--- src/sv/rcp_pkg.sv ---
// Shared types and constants for the rectangle cut pieces block.
package rcp_pkg;

	localparam int COORD_BITS = 16;
	localparam int SIZE_BITS  = COORD_BITS - 1;
	localparam int MAX_PIECES = 4;
	localparam int CNT_BITS   = $clog2(MAX_PIECES + 1);

	typedef logic signed [COORD_BITS-1:0] coord_t;
	typedef logic [SIZE_BITS-1:0]         size_t;
	typedef logic signed [COORD_BITS:0]   ext_t;
	typedef logic [CNT_BITS-1:0]          cnt_t;

	typedef enum logic [2:0] {
		KIND_LEFT   = 3'd0,
		KIND_RIGHT  = 3'd1,
		KIND_TOP    = 3'd2,
		KIND_BOTTOM = 3'd3,
		KIND_WHOLE  = 3'd4,
		KIND_EMPTY  = 3'd5
	} kind_t;

	typedef struct packed {
		coord_t x;
		coord_t y;
		size_t  w;
		size_t  h;
	} rect_t;

	typedef struct packed {
		coord_t x;
		coord_t y;
		size_t  w;
		size_t  h;
		kind_t  kind;
	} piece_t;

endpackage

--- src/sv/rcp_calc.sv ---
// Combinational piece generation: edge compares, piece geometry and slot packing.
module rcp_calc import rcp_pkg::*; (
	input  rect_t  subj,
	input  rect_t  cut,
	output piece_t pieces [MAX_PIECES],
	output cnt_t   count
);

	ext_t sx, sy, sw, sh, sr, sb;
	ext_t cx, cy, cw, ch, cr, cb;
	ext_t lo, hi;
	ext_t d_left, d_right, d_span, d_top, d_bottom;
	logic [MAX_PIECES-1:0] hit;
	logic covered;
	piece_t cand [MAX_PIECES];

	always_comb begin
		sx = {subj.x[COORD_BITS-1], subj.x};
		sy = {subj.y[COORD_BITS-1], subj.y};
		sw = {2'b00, subj.w};
		sh = {2'b00, subj.h};
		cx = {cut.x[COORD_BITS-1], cut.x};
		cy = {cut.y[COORD_BITS-1], cut.y};
		cw = {2'b00, cut.w};
		ch = {2'b00, cut.h};
		sr = sx + sw;
		sb = sy + sh;
		cr = cx + cw;
		cb = cy + ch;

		// cut's horizontal extent clamped to the subject span
		lo = (cx > sx) ? cx : sx;
		if (lo > sr)
			lo = sr;
		hi = (cr < sr) ? cr : sr;
		if (hi < sx)
			hi = sx;

		d_left   = cx - sx;
		d_right  = sr - cr;
		d_span   = hi - lo;
		d_top    = cy - sy;
		d_bottom = sb - cb;

		hit[0] = (cx > sx) && (cx < sr);
		hit[1] = (cr > sx) && (cr < sr);
		hit[2] = (lo != hi) && (cy > sy) && (cy < sb);
		hit[3] = (lo != hi) && (cb > sy) && (cb < sb);
		covered = (cx <= sx) && (cr >= sr) && (cy <= sy) && (cb >= sb);

		cand[0] = '{x: subj.x, y: subj.y, w: d_left[SIZE_BITS-1:0], h: subj.h,
			kind: KIND_LEFT};
		cand[1] = '{x: cr[COORD_BITS-1:0], y: subj.y, w: d_right[SIZE_BITS-1:0],
			h: subj.h, kind: KIND_RIGHT};
		cand[2] = '{x: lo[COORD_BITS-1:0], y: subj.y, w: d_span[SIZE_BITS-1:0],
			h: d_top[SIZE_BITS-1:0], kind: KIND_TOP};
		cand[3] = '{x: lo[COORD_BITS-1:0], y: cb[COORD_BITS-1:0],
			w: d_span[SIZE_BITS-1:0], h: d_bottom[SIZE_BITS-1:0], kind: KIND_BOTTOM};
	end

	// pack the pieces that arise into consecutive slots, in order; if none, slot 0 holds a whole or empty piece
	always_comb begin
		for (int j = 0; j < MAX_PIECES; j++)
			pieces[j] = cand[j];
		count = '0;
		for (int i = 0; i < MAX_PIECES; i++) begin
			if (hit[i]) begin
				pieces[count[CNT_BITS-2:0]] = cand[i];
				count = count + cnt_t'(1);
			end
		end
		if (count == '0) begin
			if (covered)
				pieces[0] = '{x: '0, y: '0, w: '0, h: '0, kind: KIND_EMPTY};
			else
				pieces[0] = '{x: subj.x, y: subj.y, w: subj.w, h: subj.h,
					kind: KIND_WHOLE};
			count = cnt_t'(1);
		end
	end

endmodule

--- src/sv/rcp_queue.sv ---
// Piece register: holds one item's pieces and shifts them out, one per cycle.
module rcp_queue import rcp_pkg::*; (
	input  logic   clk,
	input  logic   arst_n,
	input  logic   load,
	input  piece_t pieces [MAX_PIECES],
	input  cnt_t   count,
	output logic   can_load,
	output logic   strobe,
	output logic   last,
	output piece_t head
);

	piece_t slot_q [MAX_PIECES];
	cnt_t   cnt_q;

	// free now, or emptying in this cycle
	assign can_load = (cnt_q <= cnt_t'(1));
	assign strobe   = (cnt_q != '0);
	assign last     = (cnt_q == cnt_t'(1));
	assign head     = slot_q[0];

	always_ff @(posedge clk or negedge arst_n) begin
		if (!arst_n) begin
			cnt_q <= '0;
		end else if (load) begin
			cnt_q <= count;
		end else if (cnt_q != '0) begin
			cnt_q <= cnt_q - cnt_t'(1);
		end
	end

	always_ff @(posedge clk) begin
		if (load) begin
			slot_q <= pieces;
		end else if (cnt_q != '0) begin
			for (int i = 0; i < MAX_PIECES - 1; i++)
				slot_q[i] <= slot_q[i+1];
		end
	end

endmodule

--- src/sv/rectangle_cut_pieces_unit.sv ---
// Top level of the rectangle cut pieces block.
//
// Each item (subject and cut rectangle) yields one to four pieces, given one
// per cycle on strobe, with last_piece high on the final one; the receiver
// cannot stall. An item taken is registered in the input register, its pieces
// are computed from it and loaded into the piece register once that register
// can take them, and the first piece shows straight from the piece register.
// An item that gives n pieces occupies the piece register until its last
// piece is out, so the sustained rate is one item per n pieces (one to four),
// set by the single-piece-per-cycle result port. busy is high while the input
// register holds an item the piece register cannot yet take.
module rectangle_cut_pieces_unit import rcp_pkg::*; (
	input  logic   clk,
	input  logic   arst_n,
	input  logic   start,
	output logic   busy,
	input  coord_t subj_x,
	input  coord_t subj_y,
	input  size_t  subj_width,
	input  size_t  subj_height,
	input  coord_t cut_x,
	input  coord_t cut_y,
	input  size_t  cut_width,
	input  size_t  cut_height,
	output logic   strobe,
	output coord_t piece_x,
	output coord_t piece_y,
	output size_t  piece_width,
	output size_t  piece_height,
	output logic [2:0] piece_kind,
	output logic   last_piece
);

	logic   v_s1;
	rect_t  subj_s1;
	rect_t  cut_s1;
	piece_t pieces [MAX_PIECES];
	cnt_t   count;
	logic   can_load;
	logic   load;
	logic   accept;
	piece_t head;

	assign load   = v_s1 && can_load;
	assign busy   = v_s1 && !can_load;
	assign accept = start && !busy;

	always_ff @(posedge clk or negedge arst_n) begin
		if (!arst_n) begin
			v_s1 <= 1'b0;
		end else if (accept) begin
			v_s1 <= 1'b1;
		end else if (load) begin
			v_s1 <= 1'b0;
		end
	end

	always_ff @(posedge clk) begin
		if (accept) begin
			subj_s1 <= '{x: subj_x, y: subj_y, w: subj_width, h: subj_height};
			cut_s1  <= '{x: cut_x, y: cut_y, w: cut_width, h: cut_height};
		end
	end

	rcp_calc u_calc (
		.subj   (subj_s1),
		.cut    (cut_s1),
		.pieces (pieces),
		.count  (count)
	);

	rcp_queue u_queue (
		.clk      (clk),
		.arst_n   (arst_n),
		.load     (load),
		.pieces   (pieces),
		.count    (count),
		.can_load (can_load),
		.strobe   (strobe),
		.last     (last_piece),
		.head     (head)
	);

	assign piece_x      = head.x;
	assign piece_y      = head.y;
	assign piece_width  = head.w;
	assign piece_height = head.h;
	assign piece_kind   = head.kind;

endmodule
--- config.mk ---
export PLATFORM = sky130hd
export DESIGN_NAME = rectangle_cut_pieces_unit
export DESIGN_NICKNAME = d
export VERILOG_FILES = /design/src/sv/rcp_pkg.sv /design/src/sv/rcp_calc.sv /design/src/sv/rcp_queue.sv /design/src/sv/rectangle_cut_pieces_unit.sv
export SDC_FILE = /design/constraint.sdc
export NUM_CORES = 1
export LEC_CHECK = 0
export BUFFER_PORTS_ARGS = -buffer_cell sky130_fd_sc_hd__buf_2
export CORE_ASPECT_RATIO = 1.2
export CORE_MARGIN = 3
export CORE_UTILIZATION = 45
export CTS_CLUSTER_DIAMETER = 100
export DETAILED_ROUTE_END_ITERATION = 7
export GPL_ROUTABILITY_DRIVEN = 0
export MAX_ROUTING_LAYER = met4
export PLACE_DENSITY = 0.71
export SYNTH_ARGS = -nofsm -noshare
export SYNTH_HDL_FRONTEND = slang
export SYNTH_SLANG_ARGS = --single-unit
--- constraint.sdc ---
create_clock -name clk -period 14.5 [get_ports clk]
set_clock_uncertainty 0.05 [all_clocks]
set_input_delay 0.725 -clock clk [delete_from_list [all_inputs] [get_ports clk]]
set_output_delay 0.725 -clock clk [all_outputs]
set_load 0.01 [all_outputs]
== Word-level counts from Yosys, hierarchy flattened ==
Cells that the tools add are included.

* Add/subtract/negate cells: 13
* Order comparisons: 21
* Eq/ne operators: 2
* Mux-type cells: 29
* Bitwise logic cells: 3
* Reductions and logical operators: 21

{| class="wikitable"
|+ Operators by type and width
! kind !! count
|-
| 260-bit bitwise mux || 3
|-
| 260-bit 2-to-1 mux || 3
|-
| 65-bit demux with 2-bit select || 3
|-
| 195-bit 2-to-1 mux || 2
|-
| 65-bit 2-to-1 mux || 5
|-
| 15-bit subtractor || 5
|-
| 16-bit by 16-bit adder with 17-bit output || 4
|-
| 17-bit 2-to-1 mux || 4
|-
| 17-bit >= comparator || 2
|-
| 17-bit by 16-bit > comparator with 1-bit output || 2
|-
| 16-bit by 17-bit < comparator with 1-bit output || 2
|-
| 17-bit < comparator || 2
|-
| 16-bit > comparator || 2
|-
| 16-bit less-or-equal comparator || 2
|-
| 3-bit 2-to-1 mux || 6
|-
| 17-bit > comparator || 1
|-
| 17-bit by 16-bit < comparator with 1-bit output || 1
|-
| 17-bit != test || 1
|-
| 1-bit logical AND || 15
|-
| 3-bit >= comparator, second input constant || 3
|-
| 3-bit by 1-bit < comparator with 1-bit output, second input constant || 3
|-
| 3-bit by 1-bit adder with 3-bit output, second input constant || 2
|-
| 2-bit NOT with 3-bit output || 2
|-
| 2-bit nonzero test || 2
|-
| other kinds (9) || 12
|}

* Register bits: 388
* Input port bits: 127
* Output and inout port bits: 68
* Logic and storage cells: 119

== Depth between registers and ports, before layout ==
* Depth after elaboration: 18
* Mapped depth: 52
* Depth with buffers taken out: 47

== Hierarchy ==
A second synthesis with hierarchy kept.

* Cell total of the unflattened synthesis: 2665
* Area total of the unflattened synthesis: 28757.6 µm²

{| class="wikitable"
|+ Modules (own cells, without submodules)
! module !! instances !! cells each !! area each (µm²) !! sequential area each (µm²)
|-
| rcp_calc || 1 || 1968 || 14053.5 || 0.0
|-
| rcp_queue || 1 || 567 || 10916.7 || 7882.6
|-
| rectangle_cut_pieces_unit || 1 || 130 || 3787.4 || 3748.6
|}

== Least setup slack after synthesis ==
No wires, ideal clock.

* Kind: register to register
* Start: register subj_s1[46] in the netlist's numbering
* End: register u_queue.slot_q (netlist bit u_queue.head[47]), data pin
* Setup time: 267 ps
* Arrival time: 10129 ps
* Required time: 14183 ps
* Setup slack: 4054 ps
* Stages on the path, launching flop included: 49
* Clock period less this slack: 10446 ps
* Path through: edfxtp_1 ha_1 fa_1 a21o_1 a21oi_1 o21ai_0 a21oi_1 o21bai_1 a21oi_1 xor2_1 ha_1 clkbuf_1 nand2_1 nor2_1 a211oi_1 o2111ai_2 and4_4 nor2_1 [... 13 more ...] clkbuf_1 a21oi_1 ha_1 nand4_1 nor4_1 nand2_1 mux2i_2 a21o_1 xor2_1 clkbuf_1 buf_2 ha_1 o211a_1 a21boi_1 nor3_2 clkbuf_1 a22oi_1 o21ai_0

* Longest elaborated chain between the ends: 18
* Elaborated cells on any way between the ends: 58
* Those cells by class: 4 x add/sub; 14 x order compare; 1 x eq/ne; 23 x mux; 3 x bitwise; 13 x reduce/logical

{| class="wikitable"
|+ Ends and longest elaborated chain
! item !! line !! text
|-
| from (decl) || rectangle_cut_pieces_unit.sv:35 || <nowiki>rect_t subj_s1;</nowiki>
|-
| from (signal assigned) || rectangle_cut_pieces_unit.sv:60 || <nowiki>subj_s1 <= '{x: subj_x, y: subj_y, w: subj_width, h: subj_height};</nowiki>
|-
| 16-bit by 16-bit adder with 17-bit output || rcp_calc.sv:26 || <nowiki>sr = sx + sw;</nowiki>
|-
| 17-bit < comparator || rcp_calc.sv:35, rcp_calc.sv:46 ||
|-
| 17-bit 2-to-1 mux || rcp_calc.sv:35 || <nowiki>hi = (cr < sr) ? cr : sr;</nowiki>
|-
| 17-bit by 16-bit < comparator with 1-bit output || rcp_calc.sv:36 || <nowiki>if (hi < sx)</nowiki>
|-
| 17-bit 2-to-1 mux || rcp_calc.sv:36 ||
|-
| 17-bit != test || rcp_calc.sv:47, rcp_calc.sv:48 ||
|-
| 1-bit logical AND (2 in series) || rcp_calc.sv:47 || <nowiki>hit[2] = (lo != hi) && (cy > sy) && (cy < sb);</nowiki>
|-
| 3-bit 2-to-1 mux || rcp_calc.sv:67 || <nowiki>if (hit[i]) begin</nowiki>
|-
| 2-bit NOT with 3-bit output (not written as such) || rcp_calc.sv:68 || <nowiki>pieces[count[CNT_BITS-2:0]] = cand[i];</nowiki>
|-
| 3-bit >= comparator (not written as such) or 3-bit by 1-bit < comparator with 1-bit output (tied branches) || rcp_calc.sv:68 ||
|-
| 1-bit logical AND (not written as such) || rcp_calc.sv:68 ||
|-
| 65-bit 2-to-1 mux (not written as such) || rcp_calc.sv:68 ||
|-
| 65-bit demux with 2-bit select || rcp_calc.sv:68 ||
|-
| 260-bit bitwise mux || rcp_calc.sv:68 ||
|-
| 260-bit 2-to-1 mux || rcp_calc.sv:67 ||
|-
| 65-bit 2-to-1 mux (*) || rcp_calc.sv:72 || <nowiki>if (count == '0) begin</nowiki>
|-
| 195-bit 2-to-1 mux (*) || rcp_queue.sv:34 || <nowiki>if (load) begin</nowiki>
|-
| to (signal assigned) || rcp_queue.sv:35 || <nowiki>slot_q <= pieces;</nowiki>
|-
| to (signal, indexed assignment) || rcp_queue.sv:38 || <nowiki>slot_q[i] <= slot_q[i+1];</nowiki>
|-
| to (decl) || rcp_queue.sv:14 || <nowiki>piece_t slot_q [MAX_PIECES];</nowiki>
|}

Mark *: on every way between the ends. The rest lies on a longest branch, timed or not.
A chain may end at the register's enable or synchronous reset.

== Worst setup path after layout ==
* Start: register subj_s1[46] in the netlist's numbering
* End: register u_queue.slot_q[183] in the netlist's numbering, data pin

* Longest elaborated chain between the ends: 17
* Elaborated cells on any way between the ends: 48
* Those cells by class: 3 x add/sub; 12 x order compare; 1 x eq/ne; 20 x mux; 3 x bitwise; 9 x reduce/logical

{| class="wikitable"
|+ Ends and longest elaborated chain
! item !! line
|-
| 16-bit by 16-bit adder with 17-bit output || rcp_calc.sv:26
|-
| 17-bit < comparator || rcp_calc.sv:35, rcp_calc.sv:46
|-
| 17-bit 2-to-1 mux || rcp_calc.sv:35
|-
| 17-bit by 16-bit < comparator with 1-bit output || rcp_calc.sv:36
|-
| 17-bit 2-to-1 mux || rcp_calc.sv:36
|-
| 17-bit != test || rcp_calc.sv:47, rcp_calc.sv:48
|-
| 1-bit logical AND (2 in series) || rcp_calc.sv:47
|-
| 3-bit 2-to-1 mux || rcp_calc.sv:67
|-
| 2-bit NOT with 3-bit output (not written as such) || rcp_calc.sv:68
|-
| 3-bit >= comparator (not written as such) or 3-bit by 1-bit < comparator with 1-bit output (tied branches) || rcp_calc.sv:68
|-
| 1-bit logical AND (not written as such) || rcp_calc.sv:68
|-
| 65-bit 2-to-1 mux (not written as such) || rcp_calc.sv:68
|-
| 65-bit demux with 2-bit select || rcp_calc.sv:68
|-
| 260-bit bitwise mux || rcp_calc.sv:68
|-
| 260-bit 2-to-1 mux (*) || rcp_calc.sv:67
|-
| 195-bit 2-to-1 mux (*) || rcp_queue.sv:34
|}

Marks and branches as above.

==> key figures <==
Status
  • Status: finished, final reports clean

Global routing
  • Global route overflow: 0
  • First-pass GRT wire length: 128000 microns
  • Largest net degree at the start of global routing: 103
  • GR Util met2: between 40% and 50%
  • GRT busiest layer: met2
  • Initial antenna violation count: 0
  • Gr usage total: 26.4%
  • Met3 Use GR: 3.54%
  • Vias in the first global route: around 23000
  • GR Layer Usage met1: just over 30%

Logic synthesis
  • Number of flops mapped to enable cells by yosys: 379
  • Number of synthesized register bits: 383
  • Distinct cells, synth: 89
  • Syn Inst Count: 2806
  • Post-Syn Area per Cell: 9.79 sq um
  • Synth top area cells: edfxtp_1 41%, ha_1 12%, nand2_1 4.1%, o21ai_0 3.8%, a21oi_1 3.3%
  • Synth Net Count: ~3200
  • Main flop type after synthesis: edfxtp_1
  • Post-Syn Area: about 27000 sq um
  • Post-synthesis async set-or-reset flop share: 1.04%
  • Sequential-to-total area share from yosys stat: 41.8%
  • Biggest area consumer among synthesized cells: edfxtp_1
  • YS warnings: 0
  • Yosys top cell area share: 41.4%

Setup path
  • Type of the worst setup path: reg -> reg
  • Worst reg-to-reg path cell count: 43
  • Worst Path Required: about 15000 ps
  • Critical-path top delay cell: nor2_4
  • Kind of end point of the critical path: register
  • Max stage delay on crit path: 1010 ps
  • Startpoint types: register
  • Worst r2r src: subj_s1[46]$_DFFE_PP_
  • CP max FO: 31
  • Worst EP arrival: 13190 ps
  • Worst setup startpoint: subj_s1[46]$_DFFE_PP_

Floorplanning
  • Die Y: 277 microns
  • Row count: 98
  • Core Region: 60000 sq um
  • Die X: 232 microns
  • Initial Utilization: 45.8%
  • # IOs: 195
  • Die area: 64000 sq um

Clocking
  • CTS root buf: clkbuf_16
  • Htree depth: 2
  • Post-CTS setup buffers: 0
  • Worst-Skew Late Latency: ~590 ps
  • TritonCTS clock tree: done
  • CTS max path bufs: 3
  • CTS buffer count: 42
  • Clk sinks: 383
  • CTS clk-pin slew, worst paths: 60 ps

Finish
  • Area growth, synth to finish: 9.62%
  • Nets: 3293
  • Non-Filler Cell Area, Final: 30100 sq um
  • Leading cell type in the layout, fill and taps excluded: edfxtp_1
  • Layout cells sized above 1: between 10% and 20%
  • Most frequent cells in the layout: 379 x edfxtp_1, 300 x nand2_1, 272 x ha_1, 212 x inv_1, 210 x o21ai_0
  • Ant. Diodes: 0

Detailed routing
  • Vias per inst: 6.14
  • Post-Route WL: roughly 85000 microns
  • Final antenna-violating net count: 0
  • # DRC: 0
  • DR vias: 22800
  • Drt wl/cell: 22.8 microns
  • DR iter-0 viols: 2414
  • DR pass1 iterations: 8

Worst hold path
  • Worst hold path type: in -> reg
  • Hold Path Cell Cnt: 1
  • Hold_sp: subj_y[13]

Flow run
  • Max cap viols: 0

STA
  • Post-route minimum period: around 13000 ps
  • Final hold violations: 0
  • FMAX: 77.3 MHz
  • Max Slew Vio Count: 0
  • Worst Tran Pin Value: 1190 ps
  • Slew HR: just over 20%
  • Post-route setup TNS: 0 ps
  • Final worst path period share: 89.3%
  • Final setup viols: 0
  • RSZ-0062 raised after global routing: false

Place
  • I/O Buffers: between 150 and 200
  • Hpwl dp: 62400 microns
  • Placed cell areas: 28700 sq um
metrics by stage:
stage / hold WS (ps) / std cells / util, % / worst slack (ps)
final: 256 / 3717 / 50.2 / 1560
after global placement: 449 / 3640 / 47.9 / 2240
after global routing: 237 / 3717 / 50.2 / 612
after floorplan: 379 / 2806 / - / 4050
after detailed placement: 457 / 3640 / 47.9 / 1930
after CTS: 224 / 3717 / 50.2 / 1890
worst max-delay path: cells and delay by family (launching register included):
family | cells | cell delay (ps)
AO/OA/AOI/OAI | 19 | 4710
XOR/XNOR | 2 | 520
adder cells (fa/ha/maj) | 6 | 2010
buffers and inverters | 4 | 1090
flip-flops | 1 | 550
multiplexers | 3 | 1110
AND/OR/NAND/NOR | 9 | 2560
cell families (layout without fill, tap and decap cells):
family | after synthesis | in the layout | share of synthesized area [%]
buffers and inverters | 398 | 509 | 6.49
xor gates and xnor gates | 109 | 109 | 3.50
AOI/OAI and AO/OA | 819 | 819 | 19.9
adders and majority gates | 283 | 283 | 13.1
muxes | 89 | 89 | 3.42
DFF | 383 | 383 | 41.8
and+or+nand+nor | 725 | 725 | 11.8
synth_stat cells, types with 23 or more instances:
cell type    n
edfxtp_1   379
nand2_1    301
ha_1       272
inv_1      212
o21ai_0    210
nor2_1     199
a21oi_1    180
clkbuf_1    87
mux2i_1     74
xnor2_1     73
buf_4       67
a21o_1      65
o211ai_1    65
nand4_1     42
nand3_1     40
a221o_1     36
xor2_1      35
nor2b_1     32
a31oi_1     30
a2111oi_0   26
nand2b_1    25
buf_2       23
final cells by class:
type | instances | area (sq um)
Multi-Input combinational cell | 2025 | 14300
Inverter | 214 | 808
Tap cell | 800 | 1000
Sequential cell | 383 | 11500
Clock inverter | 29 | 285
Fill cell | 5420 | 29900
Clock buffer | 47 | 1090
Timing Repair Buffer | 219 | 1160
what timing repair did:
| action | 4_1_cts | 5_1_grt |
|---|---|---|
| resized for setup | 0 | 0 |
| hold endpoints to repair | 4 | 0 |
| hold buffers | 1 | 0 |
final timing paths:
path	end	slack [ps]
hold reg to reg	u_queue.slot_q[173]$_DFFE_PP_	440
hold / removal	subj_s1[43]$_DFFE_PP_	260
setup / recovery	u_queue.slot_q[183]$_DFFE_PP_	1560
min in group asynchronous	u_queue.cnt_q[2]$_DFFE_PN0P_	420
setup reg to reg	u_queue.slot_q[183]$_DFFE_PP_	1560
max in group asynchronous	u_queue.cnt_q[0]$_DFFE_PN0P_	13850
per-layer routing:
| layer | vias up | wire length, microns |
|---|---|---|
| met3 | 352 | 6770 |
| met5 | - | 0 |
| met4 | 0 | 5770 |
| met2 | 1245 | 41700 |
| li1 | 10500 | - |
| met1 | 10800 | 30600 |
state kept, by name, indices dropped and copies added (netlist names):
signal,count
v_s1,1
u_queue.slot_q,190
u_queue.head,65
cut_s1,62
subj_s1,62
u_queue.cnt_q,3
Power is not shown: default switching activity piles up to over one toggle a cycle in this logic, so the estimate is an artifact.
